===== src/hw/rtl/ckx_pkg.sv =====
// Package for the chained-key XOR string cipher.
// Opcodes, register indexes, element types and masks shared by the interface, element unit, top level and checker.
// No dependencies.
package ckx_pkg;

  localparam int ELEM_W = 16;

  typedef logic [ELEM_W-1:0] elem_t;

  // Element masks for the two element widths
  localparam elem_t ELEM_MASK_WIDE   = 16'hFFFF;
  localparam elem_t ELEM_MASK_NARROW = 16'h00FF;

  // Input item opcodes; the remaining code is ignored
  typedef enum logic [1:0] {
    OP_NEW_KEY    = 2'd0,
    OP_APPEND_KEY = 2'd1,
    OP_DATA       = 2'd2
  } opcode_t;

  // Configuration register indexes
  typedef enum logic {
    CFG_DIRECTION = 1'b0,
    CFG_WIDE_MODE = 1'b1
  } cfg_index_t;

  // Controls for the element datapath
  typedef struct packed {
    logic decrypt;
    logic wide;
    logic key_missing;
    logic pos_lsb;
  } elem_ctrl_t;

endpackage


===== src/hw/rtl/ckx_if.sv =====
// Stream interfaces for the cipher: request items in, result items out.
// Depends on ckx_pkg.
interface ckx_in_if;
  import ckx_pkg::*;

  logic          valid;
  logic          ready;
  opcode_t       opcode;
  logic [15:0]   data_value;
  logic          end_of_string;

  modport source (output valid, output opcode, output data_value, output end_of_string,
                  input ready);
  modport sink   (input valid, input opcode, input data_value, input end_of_string,
                  output ready);
endinterface

interface ckx_out_if;
  logic          valid;
  logic          ready;
  logic [15:0]   result_value;
  logic          result_last;
  logic          key_missing;

  modport source (output valid, output result_value, output result_last, output key_missing,
                  input ready);
  modport sink   (input valid, input result_value, input result_last, input key_missing,
                  output ready);
endinterface


===== src/hw/rtl/ckx_ram.sv =====
// Generic single-write, single-read RAM with registered read data.
// No dependencies.
module ckx_ram #(
  parameter int WIDTH = 16,
  parameter int DEPTH = 32,
  localparam int ADDR_W = (DEPTH > 1) ? $clog2(DEPTH) : 1
) (
  input  logic              clk,
  input  logic              we,
  input  logic [ADDR_W-1:0] waddr,
  input  logic [WIDTH-1:0]  wdata,
  input  logic [ADDR_W-1:0] raddr,
  output logic [WIDTH-1:0]  rdata
);

  logic [WIDTH-1:0] mem [DEPTH];

  // Write port
  always_ff @(posedge clk) begin
    if (we) begin
      mem[waddr] <= wdata;
    end
  end

  // Registered read port (returns old data on a same-address write)
  always_ff @(posedge clk) begin
    rdata <= mem[raddr];
  end

endmodule


===== src/hw/rtl/ckx_elem_unit.sv =====
// Element datapath: one encrypt or decrypt step on a single element.
// Depends on ckx_pkg.
module ckx_elem_unit
  import ckx_pkg::*;
(
  input  ckx_pkg::elem_ctrl_t ctrl,
  input  ckx_pkg::elem_t      value,
  input  ckx_pkg::elem_t      key_elem,
  input  ckx_pkg::elem_t      last,
  output ckx_pkg::elem_t      result,
  output ckx_pkg::elem_t      plain
);

  elem_t mask;
  elem_t xm, km, lm;
  elem_t mix;
  elem_t enc_r;
  elem_t dec_t;
  elem_t dec_r;
  logic  odd;

  // Everything wraps at 16 bits; the low bits never depend on the high ones,
  // so masking the operands and the final value is enough for narrow mode.
  always_comb begin
    mask  = ctrl.wide ? ELEM_MASK_WIDE : ELEM_MASK_NARROW;
    xm    = value & mask;
    km    = key_elem & mask;
    lm    = last & mask;
    odd   = ctrl.pos_lsb & km[0];

    // encrypt
    mix   = xm ^ km;
    enc_r = odd ? (((-mix) ^ km) + lm) : (((~mix) ^ km) - lm);

    // decrypt
    dec_t = odd ? (-((xm - lm) ^ km)) : (~((xm + lm) ^ km));
    dec_r = dec_t ^ km;

    if (ctrl.key_missing) begin
      result = xm;
    end else begin
      result = (ctrl.decrypt ? dec_r : enc_r) & mask;
    end
    plain = ctrl.decrypt ? result : xm;
  end

endmodule


===== src/hw/rtl/chained_key_xor_string_cipher_unit.sv =====
// Top level of the chained-key XOR string cipher.
// Depends on ckx_pkg, ckx_if, ckx_ram and ckx_elem_unit.
//
// Takes one request item per cycle, unless a stalled result holds it, and returns a
// result for every data item through the input register, then key lookup and element
// step into the result register. Key items give no result. The rate is one item per
// cycle, set by the update of key position and previous element as each item
// executes; the key store RAM is read in the cycle before, at the position the next
// item will use, with a bypass for an element written in that same cycle. The key
// store needs no clearing pass: only entries below the key count are read. A stalled
// result holds the pipeline only when the next item is a data item.
module chained_key_xor_string_cipher_unit #(
  parameter int KEY_DEPTH = 32
) (
  input  logic                 clk,
  input  logic                 rst,
  input  logic                 cfg_write,
  input  ckx_pkg::cfg_index_t  cfg_index,
  input  logic                 cfg_data,
  ckx_in_if.sink               request,
  ckx_out_if.source            response
);
  import ckx_pkg::*;

  localparam int CNT_W  = $clog2(KEY_DEPTH + 1);
  localparam int ADDR_W = (KEY_DEPTH > 1) ? $clog2(KEY_DEPTH) : 1;

  // configuration
  logic direction;
  logic wide_mode;

  // input register
  logic    s1_valid;
  opcode_t s1_opcode;
  elem_t   s1_value;
  logic    s1_eos;

  // cipher state
  logic [CNT_W-1:0]  key_count, key_count_next;
  logic [ADDR_W-1:0] key_position, key_position_next;
  elem_t             previous_plain, previous_plain_next;
  logic [CNT_W-1:0]  pos_inc;

  // key store access
  logic              ram_we;
  logic [ADDR_W-1:0] ram_waddr;
  elem_t             ram_rdata;
  logic              byp_hit, byp_hit_next;
  elem_t             byp_data;
  elem_t             key_elem;

  logic       fire;
  logic       load_result;
  logic       key_missing;
  elem_ctrl_t elem_ctrl;
  elem_t      elem_result;
  elem_t      elem_plain;

  // Configuration writes
  always_ff @(posedge clk) begin
    if (rst) begin
      direction <= 1'b0;
      wide_mode <= 1'b0;
    end else if (cfg_write) begin
      unique case (cfg_index)
        CFG_DIRECTION: direction <= cfg_data;
        CFG_WIDE_MODE: wide_mode <= cfg_data;
      endcase
    end
  end

  // Execute when the item needs no result slot or the slot is free or draining
  assign fire = s1_valid &&
                ((s1_opcode != OP_DATA) || !response.valid || response.ready);
  assign request.ready = !s1_valid || fire;

  // Input register
  always_ff @(posedge clk) begin
    if (rst) begin
      s1_valid <= 1'b0;
    end else if (request.ready) begin
      s1_valid <= request.valid;
    end
  end

  always_ff @(posedge clk) begin
    if (request.valid && request.ready) begin
      s1_opcode <= request.opcode;
      s1_value  <= request.data_value;
      s1_eos    <= request.end_of_string;
    end
  end

  // Key element for the item in the input register
  assign key_elem    = byp_hit ? byp_data : ram_rdata;
  assign key_missing = (key_count == '0);

  always_comb begin
    elem_ctrl.decrypt     = direction;
    elem_ctrl.wide        = wide_mode;
    elem_ctrl.key_missing = key_missing;
    elem_ctrl.pos_lsb     = key_position[0];
  end

  ckx_elem_unit u_elem (
    .ctrl     (elem_ctrl),
    .value    (s1_value),
    .key_elem (key_elem),
    .last     (previous_plain),
    .result   (elem_result),
    .plain    (elem_plain)
  );

  // Next state of the key store and the chain
  assign pos_inc = CNT_W'(key_position) + CNT_W'(1);

  always_comb begin
    key_count_next      = key_count;
    key_position_next   = key_position;
    previous_plain_next = previous_plain;
    ram_we              = 1'b0;
    ram_waddr           = '0;
    load_result         = 1'b0;
    if (fire) begin
      unique case (s1_opcode)
        OP_NEW_KEY: begin
          ram_we              = 1'b1;
          key_count_next      = CNT_W'(1);
          key_position_next   = '0;
          previous_plain_next = '0;
        end
        OP_APPEND_KEY: begin
          if (key_count < CNT_W'(KEY_DEPTH)) begin
            ram_we         = 1'b1;
            ram_waddr      = key_count[ADDR_W-1:0];
            key_count_next = key_count + CNT_W'(1);
          end
        end
        OP_DATA: begin
          load_result = 1'b1;
          if (!key_missing) begin
            key_position_next   = (pos_inc >= key_count) ? '0 : pos_inc[ADDR_W-1:0];
            previous_plain_next = elem_plain;
          end
          if (s1_eos) begin
            key_position_next   = '0;
            previous_plain_next = '0;
          end
        end
        default: ;
      endcase
    end
  end

  always_ff @(posedge clk) begin
    if (rst) begin
      key_count      <= '0;
      key_position   <= '0;
      previous_plain <= '0;
    end else begin
      key_count      <= key_count_next;
      key_position   <= key_position_next;
      previous_plain <= previous_plain_next;
    end
  end

  // Key store, read ahead at the next position
  ckx_ram #(
    .WIDTH (ELEM_W),
    .DEPTH (KEY_DEPTH)
  ) u_key_store (
    .clk   (clk),
    .we    (ram_we),
    .waddr (ram_waddr),
    .wdata (s1_value),
    .raddr (key_position_next),
    .rdata (ram_rdata)
  );

  // Bypass for a write to the entry being read in the same cycle
  assign byp_hit_next = ram_we && (ram_waddr == key_position_next);

  always_ff @(posedge clk) begin
    if (rst) begin
      byp_hit <= 1'b0;
    end else begin
      byp_hit <= byp_hit_next;
    end
  end

  always_ff @(posedge clk) begin
    if (ram_we) begin
      byp_data <= s1_value;
    end
  end

  // Result register
  always_ff @(posedge clk) begin
    if (rst) begin
      response.valid <= 1'b0;
    end else if (load_result) begin
      response.valid <= 1'b1;
    end else if (response.ready) begin
      response.valid <= 1'b0;
    end
  end

  always_ff @(posedge clk) begin
    if (load_result) begin
      response.result_value <= elem_result;
      response.result_last  <= s1_eos;
      response.key_missing  <= key_missing;
    end
  end

endmodule


===== src/flat_wrapper.sv =====
// flat-port wrapper written by rule: the top's interface ports become plain ports
module chained_key_xor_string_cipher_unit_flat import ckx_pkg::*;
#(
  parameter int KEY_DEPTH = 32
)
  (clk, rst, cfg_write, cfg_index, cfg_data, request_valid, request_opcode, request_data_value, request_end_of_string, request_ready, response_valid, response_result_value, response_result_last, response_key_missing, response_ready);
  ckx_in_if request_i ();
  ckx_out_if response_i ();
  input  logic clk;
  input  logic rst;
  input  logic cfg_write;
  input  ckx_pkg::cfg_index_t cfg_index;
  input  logic cfg_data;
  input wire logic [$bits(request_i.valid)-1:0] request_valid;
  input wire logic [$bits(request_i.opcode)-1:0] request_opcode;
  input wire logic [$bits(request_i.data_value)-1:0] request_data_value;
  input wire logic [$bits(request_i.end_of_string)-1:0] request_end_of_string;
  output wire logic [$bits(request_i.ready)-1:0] request_ready;
  output wire logic [$bits(response_i.valid)-1:0] response_valid;
  output wire logic [$bits(response_i.result_value)-1:0] response_result_value;
  output wire logic [$bits(response_i.result_last)-1:0] response_result_last;
  output wire logic [$bits(response_i.key_missing)-1:0] response_key_missing;
  input wire logic [$bits(response_i.ready)-1:0] response_ready;
  assign request_i.valid = request_valid;
  assign request_i.opcode = request_opcode;
  assign request_i.data_value = request_data_value;
  assign request_i.end_of_string = request_end_of_string;
  assign request_ready = request_i.ready;
  assign response_valid = response_i.valid;
  assign response_result_value = response_i.result_value;
  assign response_result_last = response_i.result_last;
  assign response_key_missing = response_i.key_missing;
  assign response_i.ready = response_ready;
  chained_key_xor_string_cipher_unit #(.KEY_DEPTH(KEY_DEPTH)) u_core (.clk(clk), .rst(rst), .cfg_write(cfg_write), .cfg_index(cfg_index), .cfg_data(cfg_data), .request(request_i), .response(response_i));
endmodule

===== config.mk =====
export PLATFORM = sky130hd
export DESIGN_NAME = chained_key_xor_string_cipher_unit_flat
export DESIGN_NICKNAME = d
export VERILOG_FILES = /design/src/hw/rtl/ckx_pkg.sv /design/src/hw/rtl/ckx_if.sv /design/src/hw/rtl/ckx_ram.sv /design/src/hw/rtl/ckx_elem_unit.sv /design/src/hw/rtl/chained_key_xor_string_cipher_unit.sv /design/src/flat_wrapper.sv
export SDC_FILE = /design/constraint.sdc
export NUM_CORES = 1
export LEC_CHECK = 0
export ABC_AREA = 1
export BUFFER_PORTS_ARGS = -buffer_cell sky130_fd_sc_hd__clkbuf_2
export CORE_MARGIN = 10
export CORE_UTILIZATION = 28
export CTS_BUF_LIST = sky130_fd_sc_hd__clkbuf_8
export CTS_CLUSTER_SIZE = 28
export DETAILED_ROUTE_END_ITERATION = 6
export HOLD_SLACK_MARGIN = 0.02
export PLACE_DENSITY = 0.53
export SETUP_SLACK_MARGIN = 0.15
export SLEW_MARGIN = 20
export SYNTH_ARGS = -nofsm -noshare
export SYNTH_HDL_FRONTEND = slang
export SYNTH_HIERARCHICAL = 1
export SYNTH_SLANG_ARGS = --single-unit

===== constraint.sdc =====
create_clock -name clk -period 5 [get_ports clk]
set_input_delay 0.5 -clock clk [delete_from_list [all_inputs] [get_ports clk]]
set_output_delay 0.5 -clock clk [all_outputs]
set_load 0.01 [all_outputs]

[Yosys cells after proc, flatten, opt, wreduce, memory -nomap -nowiden]
Memory sizes are Yosys's and may differ from the RTL's. A register that Yosys moved wholly into a read port is not among the register bits.
Cells that the tools add are included.
W data, S select, Z words.
Storage, ports and cells
  bits in registers: 85
  latch bits: 0
  bits in writable memories: 512
  bits in read-only memories: 0
  input bits: 26
  output and inout port bits: 20
  logic and storage cells: 92
  memories kept: 1
Cells by class
  add/subtract/negate cells: 8
  multiply operators: 0
  div/mod/pow operators: 0
  $lt $le $gt $ge: 2
  equality and inequality tests: 6
  shifts and indexed selects: 0
  muxes and demuxes: 29
  bitwise operators: 14
  reduce and logical (&&, ||, !) cells: 17
Memories
  u_core.u_key_store.mem: depth 32, bits a word 16, rd ports 1, clocked after memory_dff 1, write ports 1, RTL line ckx_ram.sv:16  | logic [WIDTH-1:0] mem [DEPTH];
Operator list (count)
  $mux W16: 9
  $xor A16 B16 Y16: 6
  $and A16 B16 Y16: 4
  $mux W5: 7
  $add A16 B16 Y16: 2
  $neg A16 Y16: 2
  $not A16 Y16: 2
  $pmux W16 S2: 1
  $sub A16 B16 Y16: 2
  $pmux W6 S2: 1
  $pmux W5 S2: 1
  $mux W1: 8
  $add A5 B1 Y6 const B: 1
  $add A6 B1 Y6 const B: 1
  $ge A6 B6 Y1: 1
  $logic_not A6 Y1: 1
  $lt A6 B6 Y1 const B: 1
  $mux W6: 1
  $reduce_and A3 Y1: 2
  $reduce_bool A2 Y1: 3
  $eq A5 B5 Y1: 1
  $reduce_and A2 Y1: 2
  $logic_and A1 B1 Y1: 3
  $logic_or A1 B1 Y1: 3
  other kinds (10): 11

[Logic depth before layout (Yosys ltp)]
Gate-level depths: netlist of run 1.
  depth in word-level cells: 14
  mapped depth: 30
  depth with buffers taken out: 29

[Hierarchy]
The synthesis of run 1 kept the hierarchy.
Modules (own cells, without submodules)
  ckx_ram: instances 1, cells each 1794, area an instance 21301.7 um2, seq. area each 15695.1 um2
  ckx_elem_unit: instances 1, cells each 967, area an instance 5202.5 um2, seq. area each 0.0 um2
  chained_key_xor_string_cipher_unit: instances 1, cells each 330, area an instance 3628.5 um2, seq. area each 2232.1 um2

[Least setup slack after synthesis of run 1]
OpenSTA, ideal clock, no wires.
  kind: register -> register
  start: register u_core.byp_hit
  end: register u_core.previous_plain[14]
  setup time: 132 ps
  arrival: 3816 ps
  required time: 4868 ps
  path slack: 1052 ps
  stages on the path, launching flop included: 28
  buffers on the path: 3
  period minus slack after synthesis: 3948 ps
  cells stage by stage: dfxtp_1 > clkbuf_1 > clkbuf_1 > mux2_2 > clkbuf_2 > xor2_1 > nor3_2 > inv_1 > nor3_1 > xor2_1 > ha_1 > inv_1 > o21bai_1 > nor2_1 > nand3_1 > nand2_1 > nand2_1 > a21oi_1 > xor2_1 > nand2_1 > nand2_1 > a21oi_1 > nand2_1 > nand2_2 > nand2_1 > nand2_1 > nand2_1 > a21oi_1
Between the ends
  cells in the longest elaborated chain, start to end: 14
  elaborated cells on any way between the ends: 24
  those cells by class: 4 x add/sub; 9 x mux; 11 x bitwise
RTL lines
  start, declared: RTL line chained_key_xor_string_cipher_unit.sv:48  | logic byp_hit, byp_hit_next;
  start signal, assigned: RTL line chained_key_xor_string_cipher_unit.sv:187  | byp_hit <= byp_hit_next;
  $mux W16 *: RTL line chained_key_xor_string_cipher_unit.sv:95  | assign key_elem = byp_hit ? byp_data : ram_rdata;
  via u_core.key_elem[5]: RTL line chained_key_xor_string_cipher_unit.sv:50  | elem_t key_elem;
  $and A16 B16 Y16 *: RTL line ckx_elem_unit.sv:27  | km = key_elem & mask;
  $xor A16 B16 Y16: RTL line ckx_elem_unit.sv:32  | mix = xm ^ km;
  $neg A16 Y16 / $not A16 Y16 (equally long branches): RTL line ckx_elem_unit.sv:33  | enc_r = odd ? (((-mix) ^ km) + lm) : (((~mix) ^ km) - lm);
  $xor A16 B16 Y16: RTL line ckx_elem_unit.sv:33
  $add A16 B16 Y16 / $sub A16 B16 Y16 (equally long branches): RTL line ckx_elem_unit.sv:33
  $mux W16: RTL line ckx_elem_unit.sv:33
  $mux W16 *: RTL line ckx_elem_unit.sv:42  | result = (ctrl.decrypt ? dec_r : enc_r) & mask;
  $and A16 B16 Y16 *: RTL line ckx_elem_unit.sv:42
  $mux W16 *: RTL line ckx_elem_unit.sv:39  | if (ctrl.key_missing) begin
  via u_core.elem_result[14]: RTL line chained_key_xor_string_cipher_unit.sv:56  | elem_t elem_result;
  $mux W16 *: RTL line ckx_elem_unit.sv:44  | plain = ctrl.decrypt ? result : xm;
  via u_core.elem_plain[14]: RTL line chained_key_xor_string_cipher_unit.sv:57  | elem_t elem_plain;
  $mux W16 *: RTL line chained_key_xor_string_cipher_unit.sv:141  | if (!key_missing) begin
  $mux W16 *: RTL line chained_key_xor_string_cipher_unit.sv:145  | if (s1_eos) begin
  $pmux W16 S2 *: RTL line chained_key_xor_string_cipher_unit.sv:125  | unique case (s1_opcode)
  end signal, assigned: RTL line chained_key_xor_string_cipher_unit.sv:163  | previous_plain <= previous_plain_next;
  end, declared: RTL line chained_key_xor_string_cipher_unit.sv:41  | elem_t previous_plain, previous_plain_next;
Mark *: on every way through the listed nets, which the timed path passes. The rest lies on a longest branch. The select of a mux whose other input is x is not followed.
A chain may end at the register's enable or synchronous reset.

[Final worst setup path of run 1]
Ends and elaborated chain as after synthesis.

==> flow_metrics.py, run 1 <==
metrics = {
    "critical_path": {
        "startpoint": "u_core/byp_hit$_SDFF_PP0_",
        "r2r_cells": 27,
        "start_kind": "register",
        "rr_startpoint": "u_core/byp_hit$_SDFF_PP0_",
        "r2r-end": "u_core/previous_plain[14]$_SDFFE_PP0P_",
        "required_ps": 5550,
        "critPathMaxFanout": 4,
        "critPathArrivalTime_ps": 4980,
        "crit_path_end_kind": "register",
        "endpoint": "u_core/previous_plain[14]$_SDFFE_PP0P_",
        "ff2ff_setup_slack_ps": 570,
        "critPathKind": "register to register",
    },
    "die": {
        "placeableCoreArea_sq_um": 102000,
        "chipHeight_um": 341,
        "io_pins": 46,
        "die-area_sq_um": 116000,
        "die_w_um": 341,
        "initial_core_util_pct": 28.2,
        "std_cell_rows": 117,
    },
    "sta": {
        "rsz0062_at_grt": "yes",
        "fmax_mhz": 226,
        "drv_slew": 0,
        "fin_crit_sh_pct": 88.7,
        "hold_ws_ps": 84.3,
        "hold_viol_final": 0,
        "setup_violations": 0,
        "worst_pin_slew_ps": 1010,
        "period_minus_slack_ps": 4430,
        "relSlewSlack_pct": 32.5,
        "setup-tns-final_ps": 0,
        "finClkSkew_ps": 49.0,
    },
    "power": {
        "p_comb_share_pct": 5.9,
        "p_per_area_nw_per_um2": 301,
        "internal_power_w": 0.00741,
        "ir_drop_v": 0.000238,
        "total_power_w": 0.00978,
        "power_frac_clock_pct": 39.5,
        "p_sw_w": 0.00237,
        "p_leak_nw": 12.6,
        "swShare_pct": 24.2,
        "seq_power_share_pct": 54.6,
    },
    "final_layout": {
        "areaGrowthSynthToFinish_pct": 12.7,
        "fillers": 10600,
        "drive_gt1_share_pct": 10.6,
        "fin_nets": 3186,
    },
    "clocking": {
        "cts_root_buffer": "clkbuf_8",
        "postCtsSetupRepairBufs": 0,
        "cts_made_buffers": 94,
        "ctsLongestPathBuffers": 3,
        "clk_latency_ps": 730,
        "clock_sinks": 579,
        "htree_levels": 3,
        "path_clk_slew_ps": 60,
        "cts_tree": "yes",
    },
    "global_routing": {
        "grt_pass1_vias": 20400,
        "track_usage_pct": 13.9,
        "antenna_found_initial": 2,
        "grt_overflow_total": 0,
        "grt_pass1_wl_um": 126000,
        "grt_max_degree": 102,
    },
    "logic_synthesis": {
        "ys_warn_count": 6,
        "syn_avg_cell_area_sq_um": 9.65,
        "syn_inst": 2987,
        "syn-cell-area_sq_um": 28800,
        "synth_fp_nets": 3086,
    },
    "routing": {
        "wl_per_cell_um": 18.3,
        "vias_per_cell": 4.66,
        "dr.pass1.iters": 7,
        "vias": 21100,
        "drt_iter0_markers": 1706,
        "drc": 0,
        "drt-total-wl_um": 83100,
        "postRouteAntennaNets": 0,
    },
    "status": {
        "outcome": "finished clean",
    },
    "placement": {
        "portBuffers": 45,
        "place_hpwl_um": 52800,
        "gp_congestion": 0.901,
    },
    "hold_path": {
        "hold_class": "primary input to register",
        "holdPathStages": 3,
    },
    "flow_run": {
        "maxCapViolations": 0,
    },
}
layout by cell type, fill, tap and decap left out, types with 9 or more instances in the layout:
cell	n
ha_1	70
inv_2	10
clkbuf_2	45
nor2_2	11
buf_12	9
clkinv_2	12
mux2_2	15
clkinv_1	27
nand2_1	1028
o21ai_1	9
dlygate4sd3_1	20
xnor2_1	15
o21ai_0	60
clkbuf_8	94
buf_4	75
nor3_1	12
o21bai_1	12
nand3_1	467
nand4_1	19
xor2_1	46
nand2_2	17
dfxtp_1	47
inv_1	205
nor2_1	114
edfxtp_1	532
a21oi_1	105
power by group through the flow:
| stage | Clock [W] | Combinational, W | Sequential (W) |
|---|---|---|---|
| 2_1_floorplan | 0 | 0.000344 | 0.00546 |
| 3_3_place_gp | 0 | 0.000563 | 0.00544 |
| 3_5_place_dp | 0 | 0.000565 | 0.00544 |
| 4_1_cts | 0.00398 | 0.000581 | 0.00533 |
| 5_1_grt | 0.00419 | 0.000644 | 0.00533 |
| 6_report | 0.00386 | 0.000581 | 0.00534 |
worst max-delay path, stage by stage, from the launching register on:
cell and delay (ps):
dfxtp_1 390, mux2_2 390, xnor2_1 310, nand2_1 90, nor2_1 190, nand3_1 230
nor3_2 370, inv_1 100, nor3_1 320, xor2_1 200, ha_1 280, inv_1 90
o21bai_1 80, nor2_1 110, nand3_1 120, nand2_1 100, nand2_1 50, a21oi_1 150
xor2_1 150, nand2_1 70, nand2_1 70, a21oi_1 60, nand2_1 100, nand2_2 60
nand2_1 60, nand2_1 50, nand2_1 50, a21oi_1 50
routing by layer:
layer | track usage (%) | wire length, um | up-vias
met2 | 23.6 | 40300 | 524
met3 | 1.77 | 3990 | 105
met5 | 0 | 0 | -
li1 | - | - | 10300
met1 | 18.2 | 36900 | 10200
met4 | 4.30 | 1870 | 0
area by class of cell:
class                      count  area (sq um)  share of cell area [%]
clock inverter                77           447                    1.37
multi-input combinational   2072         10200                    31.4
antenna                        4          10.0                  0.0308
sequential                   579         16900                    52.1
timing repair buffer         149          1170                    3.60
tap                         1368          1710                    5.27
clock buffer                  94          1290                    3.98
inverter                     191           728                    2.24
worst min-delay path by stage:
stage / to / slack [ps] / start
2_1_floorplan: u_core/response.result_last$_DFFE_PP_ / 450 / u_core/s1_eos$_DFFE_PP_
3_3_place_gp: u_core/previous_plain[9]$_SDFFE_PP0P_ / 470 / u_core/previous_plain[9]$_SDFFE_PP0P_
3_5_place_dp: u_core/previous_plain[9]$_SDFFE_PP0P_ / 480 / u_core/previous_plain[9]$_SDFFE_PP0P_
4_1_cts: u_core/wide_mode$_SDFFE_PP0P_ / 40 / cfg_index
5_1_grt: u_core/wide_mode$_SDFFE_PP0P_ / 90 / cfg_index
6_report: u_core/wide_mode$_SDFFE_PP0P_ / 80 / cfg_index
stage by stage:
step | setup slack (ps) | instance area [sq um] | cells | utilization, %
after floorplan | 1080 | 28800 | 2987 | -
after global placement | 608 | 30500 | 4339 | 29.9
after CTS | 509 | 32500 | 4530 | 31.8
final | 567 | 32500 | 4534 | 31.8
after detailed placement | 552 | 30500 | 4339 | 29.9
after global routing | 145 | 32500 | 4531 | 31.8
flip-flops by register name, summed over array words and instances, names as in the netlist:
register,count
u_core/direction,1
u_core/response.result_last,1
u_core/key_count,6
u_core/response.key_missing,1
u_core/s1_opcode,2
u_core/response.result_value,16
u_core/byp_data,15
u_core/s1_eos,1
u_core/u_key_store/mem,480
u_core/wide_mode,1
u_core/key_position,5
u_core/response.valid,1
u_core/s1_valid,1
u_core/previous_plain,16
u_core/s1_value,16
u_core/u_key_store/rdata,15
u_core/byp_hit,1
what timing repair did:
action / 4_1_cts / 5_1_grt
hold buffers: 20 / 0
endpoints found under the hold margin: 20 / 0
gates resized for setup: 0 / 3
setup endpoints to repair: 0 / 2
No activity file was read; power rests on OpenSTA's default activity.
==> run 2: changes to the inputs <==
- CORE_MARGIN: 10 -> 2
==> run 2 against run 1 <==
Net effect: the flow now finishes with violations (antenna violations); non-clock buffer count rose by 1; register-to-register slack got worse by 50 ps; critical path type unchanged; die area fell by 9.2%; largest power group unchanged; cell count barely moved; power fell by 0.48%; setup slack got worse by 45 ps; via count fell by 0.62%.
==> flow_metrics.py, run 2 (synthesized netlist as in run 1, its figures left out) <==
metrics = {
    "global_routing": {
        "grt_max_degree": 123,
        "grt_overflow_total": 0,
        "antenna_found_initial": 4,
        "grt_pass1_wl_um": 124000,
        "grt_pass1_vias": 20100,
        "track_usage_pct": 15.3,
    },
    "routing": {
        "vias": 21000,
        "wl_per_cell_um": 18.2,
        "postRouteAntennaNets": 1,
        "drc": 0,
        "drt_iter0_markers": 1535,
        "vias_per_cell": 4.63,
        "drt-total-wl_um": 82500,
        "dr.pass1.iters": 5,
    },
    "critical_path": {
        "cpMostUsedCell": "nand2_1",
        "rr_startpoint": "u_core/byp_hit$_SDFF_PP0_",
        "cp_top_family": "simple AND/OR/NAND/NOR gates",
        "slowest_stage": "mux2_2",
        "cpPeakStageDelay_ps": 410,
        "crit_path_end_kind": "register",
        "path_buf_inv": 4,
        "required_ps": 5630,
        "start_kind": "register",
        "critPathMaxFanout": 12,
        "ff2ff_setup_slack_ps": 520,
        "r2r_cells": 27,
        "r2r-end": "u_core/previous_plain[15]$_SDFFE_PP0P_",
        "critPathArrivalTime_ps": 5110,
        "critPathKind": "register to register",
    },
    "die": {
        "initial_core_util_pct": 28.3,
        "placeableCoreArea_sq_um": 102000,
        "die_w_um": 325,
        "chipHeight_um": 325,
        "io_pins": 46,
        "std_cell_rows": 117,
        "die-area_sq_um": 106000,
    },
    "sta": {
        "rsz0062_at_grt": "yes",
        "finClkSkew_ps": 35.3,
        "hold_ws_ps": 76.7,
        "hold_viol_final": 0,
        "period_minus_slack_ps": 4480,
        "fmax_mhz": 223,
        "setup-tns-final_ps": 0,
        "relSlewSlack_pct": 33.3,
        "fin_crit_sh_pct": 89.6,
        "drv_slew": 0,
        "worst_pin_slew_ps": 994,
        "setup_violations": 0,
    },
    "final_layout": {
        "fillers": 10700,
        "ff_latch_area_sq_um": 16900,
        "top_register": "u_core/u_key_store/mem",
        "areaGrowthSynthToFinish_pct": 12.6,
        "final_common_cell": "nand2_1",
        "layout_common_cells": "nand2_1 (1028), edfxtp_1 (532), nand3_1 (467)",
        "multiInputGateArea_sq_um": 10200,
        "final_util_pct": 31.9,
        "drive_gt1_share_pct": 10.6,
        "largest_register_ffs": 480,
        "fin_nets": 3184,
    },
    "placement": {
        "portBuffers": 45,
        "place_hpwl_um": 52300,
        "gp_congestion": 0.905,
    },
    "hold_path": {
        "hold_class": "primary input to register",
        "holdPathStages": 3,
        "hold_path_end": "u_core/wide_mode$_SDFFE_PP0P_",
        "hold_path_startpoint": "cfg_index",
    },
    "clocking": {
        "cts_root_buffer": "clkbuf_8",
        "clk_latency_ps": 720,
        "cts_made_buffers": 91,
        "ctsLongestPathBuffers": 3,
        "cts_tree": "yes",
        "path_clk_slew_ps": 60,
        "clock_sinks": 579,
        "htree_levels": 3,
    },
    "power": {
        "p_leak_nw": 12.6,
        "seq_power_share_pct": 54.8,
        "p_comb_share_pct": 6.0,
        "ir_drop_v": 0.000260,
        "internal_power_w": 0.00741,
        "power_frac_clock_pct": 39.2,
        "swShare_pct": 23.8,
        "p_per_area_nw_per_um2": 300,
        "total_power_w": 0.00973,
        "p_sw_w": 0.00232,
    },
    "status": {
        "outcome": "complete, but fails checks",
        "failed_checks": "antenna violations",
    },
    "flow_run": {
        "maxCapViolations": 0,
    },
}
[run 2: cell count changes in the layout (fill, tap and decap cells not counted), sizes merged]
cell	delta
dlygate4sd3	+1
clkinv	-4
diode	+2
clkbuf	+1
inv	-4
[run 2: worst min-delay path: cells and delay by family]
kind                   cells  cell delay, ps
and+or+nand+nor            1              80
buffers and inverters      1             100
AOI/OAI and AO/OA          1              60
[run 2: layout make-up]
type	instances	area share, %
diodes	6	0.0463
clock buffers	95	4.03
clock inverters	69	1.24
inverters	191	2.24
multi-input cells	2072	31.4
flip-flops and latches	579	52.1
well taps	1368	5.27
repair buffers	150	3.63
[run 2: how the worst max path moves through the flow]
stage / end / cells past startpoint / slack [ps] / from
after detailed placement: u_core/previous_plain[15]$_SDFFE_PP0P_ / 26 / 580 / u_core/byp_hit$_SDFF_PP0_
after floorplan: u_core/previous_plain[14]$_SDFFE_PP0P_ / 27 / 1080 / u_core/byp_hit$_SDFF_PP0_
after global placement: u_core/previous_plain[14]$_SDFFE_PP0P_ / 28 / 590 / u_core/byp_hit$_SDFF_PP0_
final: u_core/previous_plain[15]$_SDFFE_PP0P_ / 27 / 520 / u_core/byp_hit$_SDFF_PP0_
after CTS: u_core/previous_plain[15]$_SDFFE_PP0P_ / 26 / 590 / u_core/byp_hit$_SDFF_PP0_
after global routing: u_core/previous_plain[15]$_SDFFE_PP0P_ / 27 / 100 / u_core/byp_hit$_SDFF_PP0_
[run 2: stage by stage]
step	worst slack, ps	std cells	area, sq um
floorplan	1080	2987	28800
global placement	588	4338	30500
detailed placement	583	4338	30500
CTS	586	4523	32400
global route	104	4525	32400
finish	522	4530	32500
[run 2: repair_timing]
| action | 4_1_cts | 5_1_grt |
|---|---|---|
| endpoints found under the setup margin | 0 | 2 |
| resized for setup | 0 | 1 |
| buffers inserted | 0 | 1 |
| hold buffers | 21 | 0 |
| endpoints found under the hold margin | 22 | 0 |
[run 2: metal layers]
metal  wire (um)  track usage (%)  up-vias
met4        2670             6.14        0
met1       35800             19.5    10000
met5           0                0        -
met3        3340             1.53      129
li1            -                -    10300
met2       40700             26.6      496
[run 2: power by group through the flow]
stage	Clock [W]	Combinational, W	Sequential [W]
2_1_floorplan	0	0.000344	0.00546
5_1_grt	0.00412	0.000648	0.00533
3_5_place_dp	0	0.000568	0.00543
6_report	0.00382	0.000584	0.00533
4_1_cts	0.00394	0.000584	0.00533
3_3_place_gp	0	0.000567	0.00543
==> run 3: changes to the inputs <==
- CORE_UTILIZATION: 28 -> 40
- PLACE_DENSITY: 0.53 -> 0.66
==> run 3 against run 2 <==
Net effect: highest routed layer unchanged; setup slack better by 140 ps; count of clock-buffer cells in the layout is 4 lower; cell count is 9.6% lower; global-route usage is 5.6 points higher; combinational power is 2% lower; clock power is 5.8% lower; core utilization is 13 points higher; the flow now finishes without violations; largest cell class unchanged; clock skew is 15 ps higher; sequential power hardly changed; critical endpoint is now u_core/previous_plain[14]$_SDFFE_PP0P_; sequential cell count stayed put; via count is 2.0% higher.
==> flow_metrics.py, run 3 (synthesized netlist as in run 1, its figures left out) <==
metrics = {
    "status": {
        "outcome": "finished clean",
    },
    "power": {
        "total_power_w": 0.00950,
        "swShare_pct": 23.9,
        "p_comb_share_pct": 6.0,
        "ir_drop_v": 0.000227,
        "internal_power_w": 0.00724,
        "power_frac_clock_pct": 37.8,
        "p_sw_w": 0.00227,
        "seq_power_share_pct": 56.1,
        "p_per_area_nw_per_um2": 300,
        "p_leak_nw": 12.4,
    },
    "global_routing": {
        "grt_pass1_vias": 20200,
        "grt_max_degree": 122,
        "track_usage_pct": 20.9,
        "antenna_found_initial": 1,
        "grt_pass1_wl_um": 119000,
        "grt_overflow_total": 0,
    },
    "die": {
        "die_w_um": 272,
        "placeableCoreArea_sq_um": 71400,
        "die-area_sq_um": 74200,
        "io_pins": 46,
        "std_cell_rows": 98,
        "initial_core_util_pct": 40.4,
        "chipHeight_um": 272,
    },
    "routing": {
        "vias_per_cell": 5.23,
        "drt-total-wl_um": 77900,
        "drt_iter0_markers": 1984,
        "drc": 0,
        "dr.pass1.iters": 7,
        "wl_per_cell_um": 19.0,
        "postRouteAntennaNets": 0,
        "vias": 21400,
    },
    "sta": {
        "rsz0062_at_grt": "no",
        "finClkSkew_ps": 50.7,
        "setup_violations": 0,
        "fmax_mhz": 231,
        "hold_viol_final": 0,
        "worst_pin_slew_ps": 1060,
        "setup-tns-final_ps": 0,
        "fin_crit_sh_pct": 86.7,
        "period_minus_slack_ps": 4340,
        "relSlewSlack_pct": 29.4,
        "drv_slew": 0,
    },
    "clocking": {
        "clock_sinks": 579,
        "htree_levels": 3,
        "cts_tree": "yes",
        "cts_made_buffers": 87,
        "path_clk_slew_ps": 70,
        "ctsLongestPathBuffers": 3,
        "cts_root_buffer": "clkbuf_8",
        "clk_latency_ps": 700,
    },
    "final_layout": {
        "ff_latch_area_sq_um": 16900,
        "top_register": "u_core/u_key_store/mem",
        "multiInputGateArea_sq_um": 10200,
        "final_util_pct": 44.4,
        "instances_no_fill": 4093,
        "largest_register_ffs": 480,
        "fillers": 6794,
        "final_common_cell": "nand2_1",
        "areaGrowthSynthToFinish_pct": 9.99,
        "fin_nets": 3171,
        "layout_common_cells": "nand2_1 (1028), edfxtp_1 (532), nand3_1 (467)",
        "drive_gt1_share_pct": 10.1,
    },
    "placement": {
        "numPlacedInstances": 3915,
        "place_hpwl_um": 48900,
        "gp_congestion": 1.01,
        "portBuffers": 45,
    },
    "critical_path": {
        "start_kind": "register",
        "cp_top_family": "simple AND/OR/NAND/NOR gates",
        "required_ps": 5610,
        "critPathKind": "register to register",
        "slowest_stage": "mux2_2",
        "cpMostUsedCell": "nand2_1",
        "r2r_cells": 28,
        "path_buf_inv": 2,
        "crit_path_end_kind": "register",
        "critPathMaxFanout": 12,
        "cpPeakStageDelay_ps": 410,
        "crit_cells": 28,
        "critPathArrivalTime_ps": 4950,
    },
    "hold_path": {
        "hold_class": "primary input to register",
        "holdPathStages": 1,
    },
    "flow_run": {
        "maxCapViolations": 0,
    },
}
==> run 3: cell count changes in the layout (fill, tap and decap cells not counted), moves of 2 or more <==
cell	previous run	this run
clkinv_1	21	31
clkinv_2	15	10
diode_2	6	1
buf_4	75	71
clkbuf_8	95	91
clkinvlp_4	3	0
dlygate4sd3_1	21	18
inv_8	0	3
buf_12	9	7
bufinv_16	3	1
inv_1	200	198
inv_6	3	1
==> run 3: path summary, 6_finish.rpt <==
path / start / slack (ps) / endpoint
min reg2reg: u_core/previous_plain[8]$_SDFFE_PP0P_ / 500 / u_core/previous_plain[8]$_SDFFE_PP0P_
max reg2reg: u_core/byp_hit$_SDFF_PP0_ / 660 / u_core/previous_plain[14]$_SDFFE_PP0P_
max: u_core/byp_hit$_SDFF_PP0_ / 660 / u_core/previous_plain[14]$_SDFFE_PP0P_
min: request_data_value[0] / 80 / u_core/s1_value[0]$_DFFE_PP_
==> run 3: per-stage QoR <==
step	instance area, sq um	worst slack, ps	hold WS (ps)
2_1_floorplan	28800	1080	451
3_3_place_gp	29900	677	477
3_5_place_dp	29900	598	486
4_1_cts	31700	620	20.4
5_1_grt	31700	159	35.0
6_report	31700	663	75.9
==> run 3: layout make-up <==
cell class	count	share of cell area, %
well taps	950	3.75
inverters	191	2.29
clock buffers	91	3.95
flip-flops and latches	579	53.4
repair buffers	141	3.40
diodes	1	0.00789
clock inverters	68	1.08
multi-input cells	2072	32.2
==> run 3: routing by layer <==
layer | part of all wire, % | up-vias | track usage, %
met5 | 0 | - | 0
met4 | 3.6 | 0 | 9.07
met3 | 6.7 | 162 | 2.85
met2 | 48 | 779 | 34.8
met1 | 41 | 10200 | 27.2
li1 | - | 10300 | -
==> run 3: what timing repair did <==
| action | 4_1_cts | 5_1_grt |
|---|---|---|
| endpoints found under the setup margin | 0 | 1 |
| endpoints found under the hold margin | 18 | 0 |
| setup buffers | 0 | 0 |
| hold buffers | 18 | 0 |
| resized for setup | 0 | 1 |
==> run 3: power groups by stage <==
stage / clock network, W / logic, W / registers (W)
after floorplan: 0 / 0.000344 / 0.00546
after global placement: 0 / 0.000551 / 0.00543
after detailed placement: 0 / 0.000554 / 0.00543
after CTS: 0.00368 / 0.000569 / 0.00533
after global routing: 0.00387 / 0.000633 / 0.00533
final: 0.00360 / 0.000575 / 0.00533
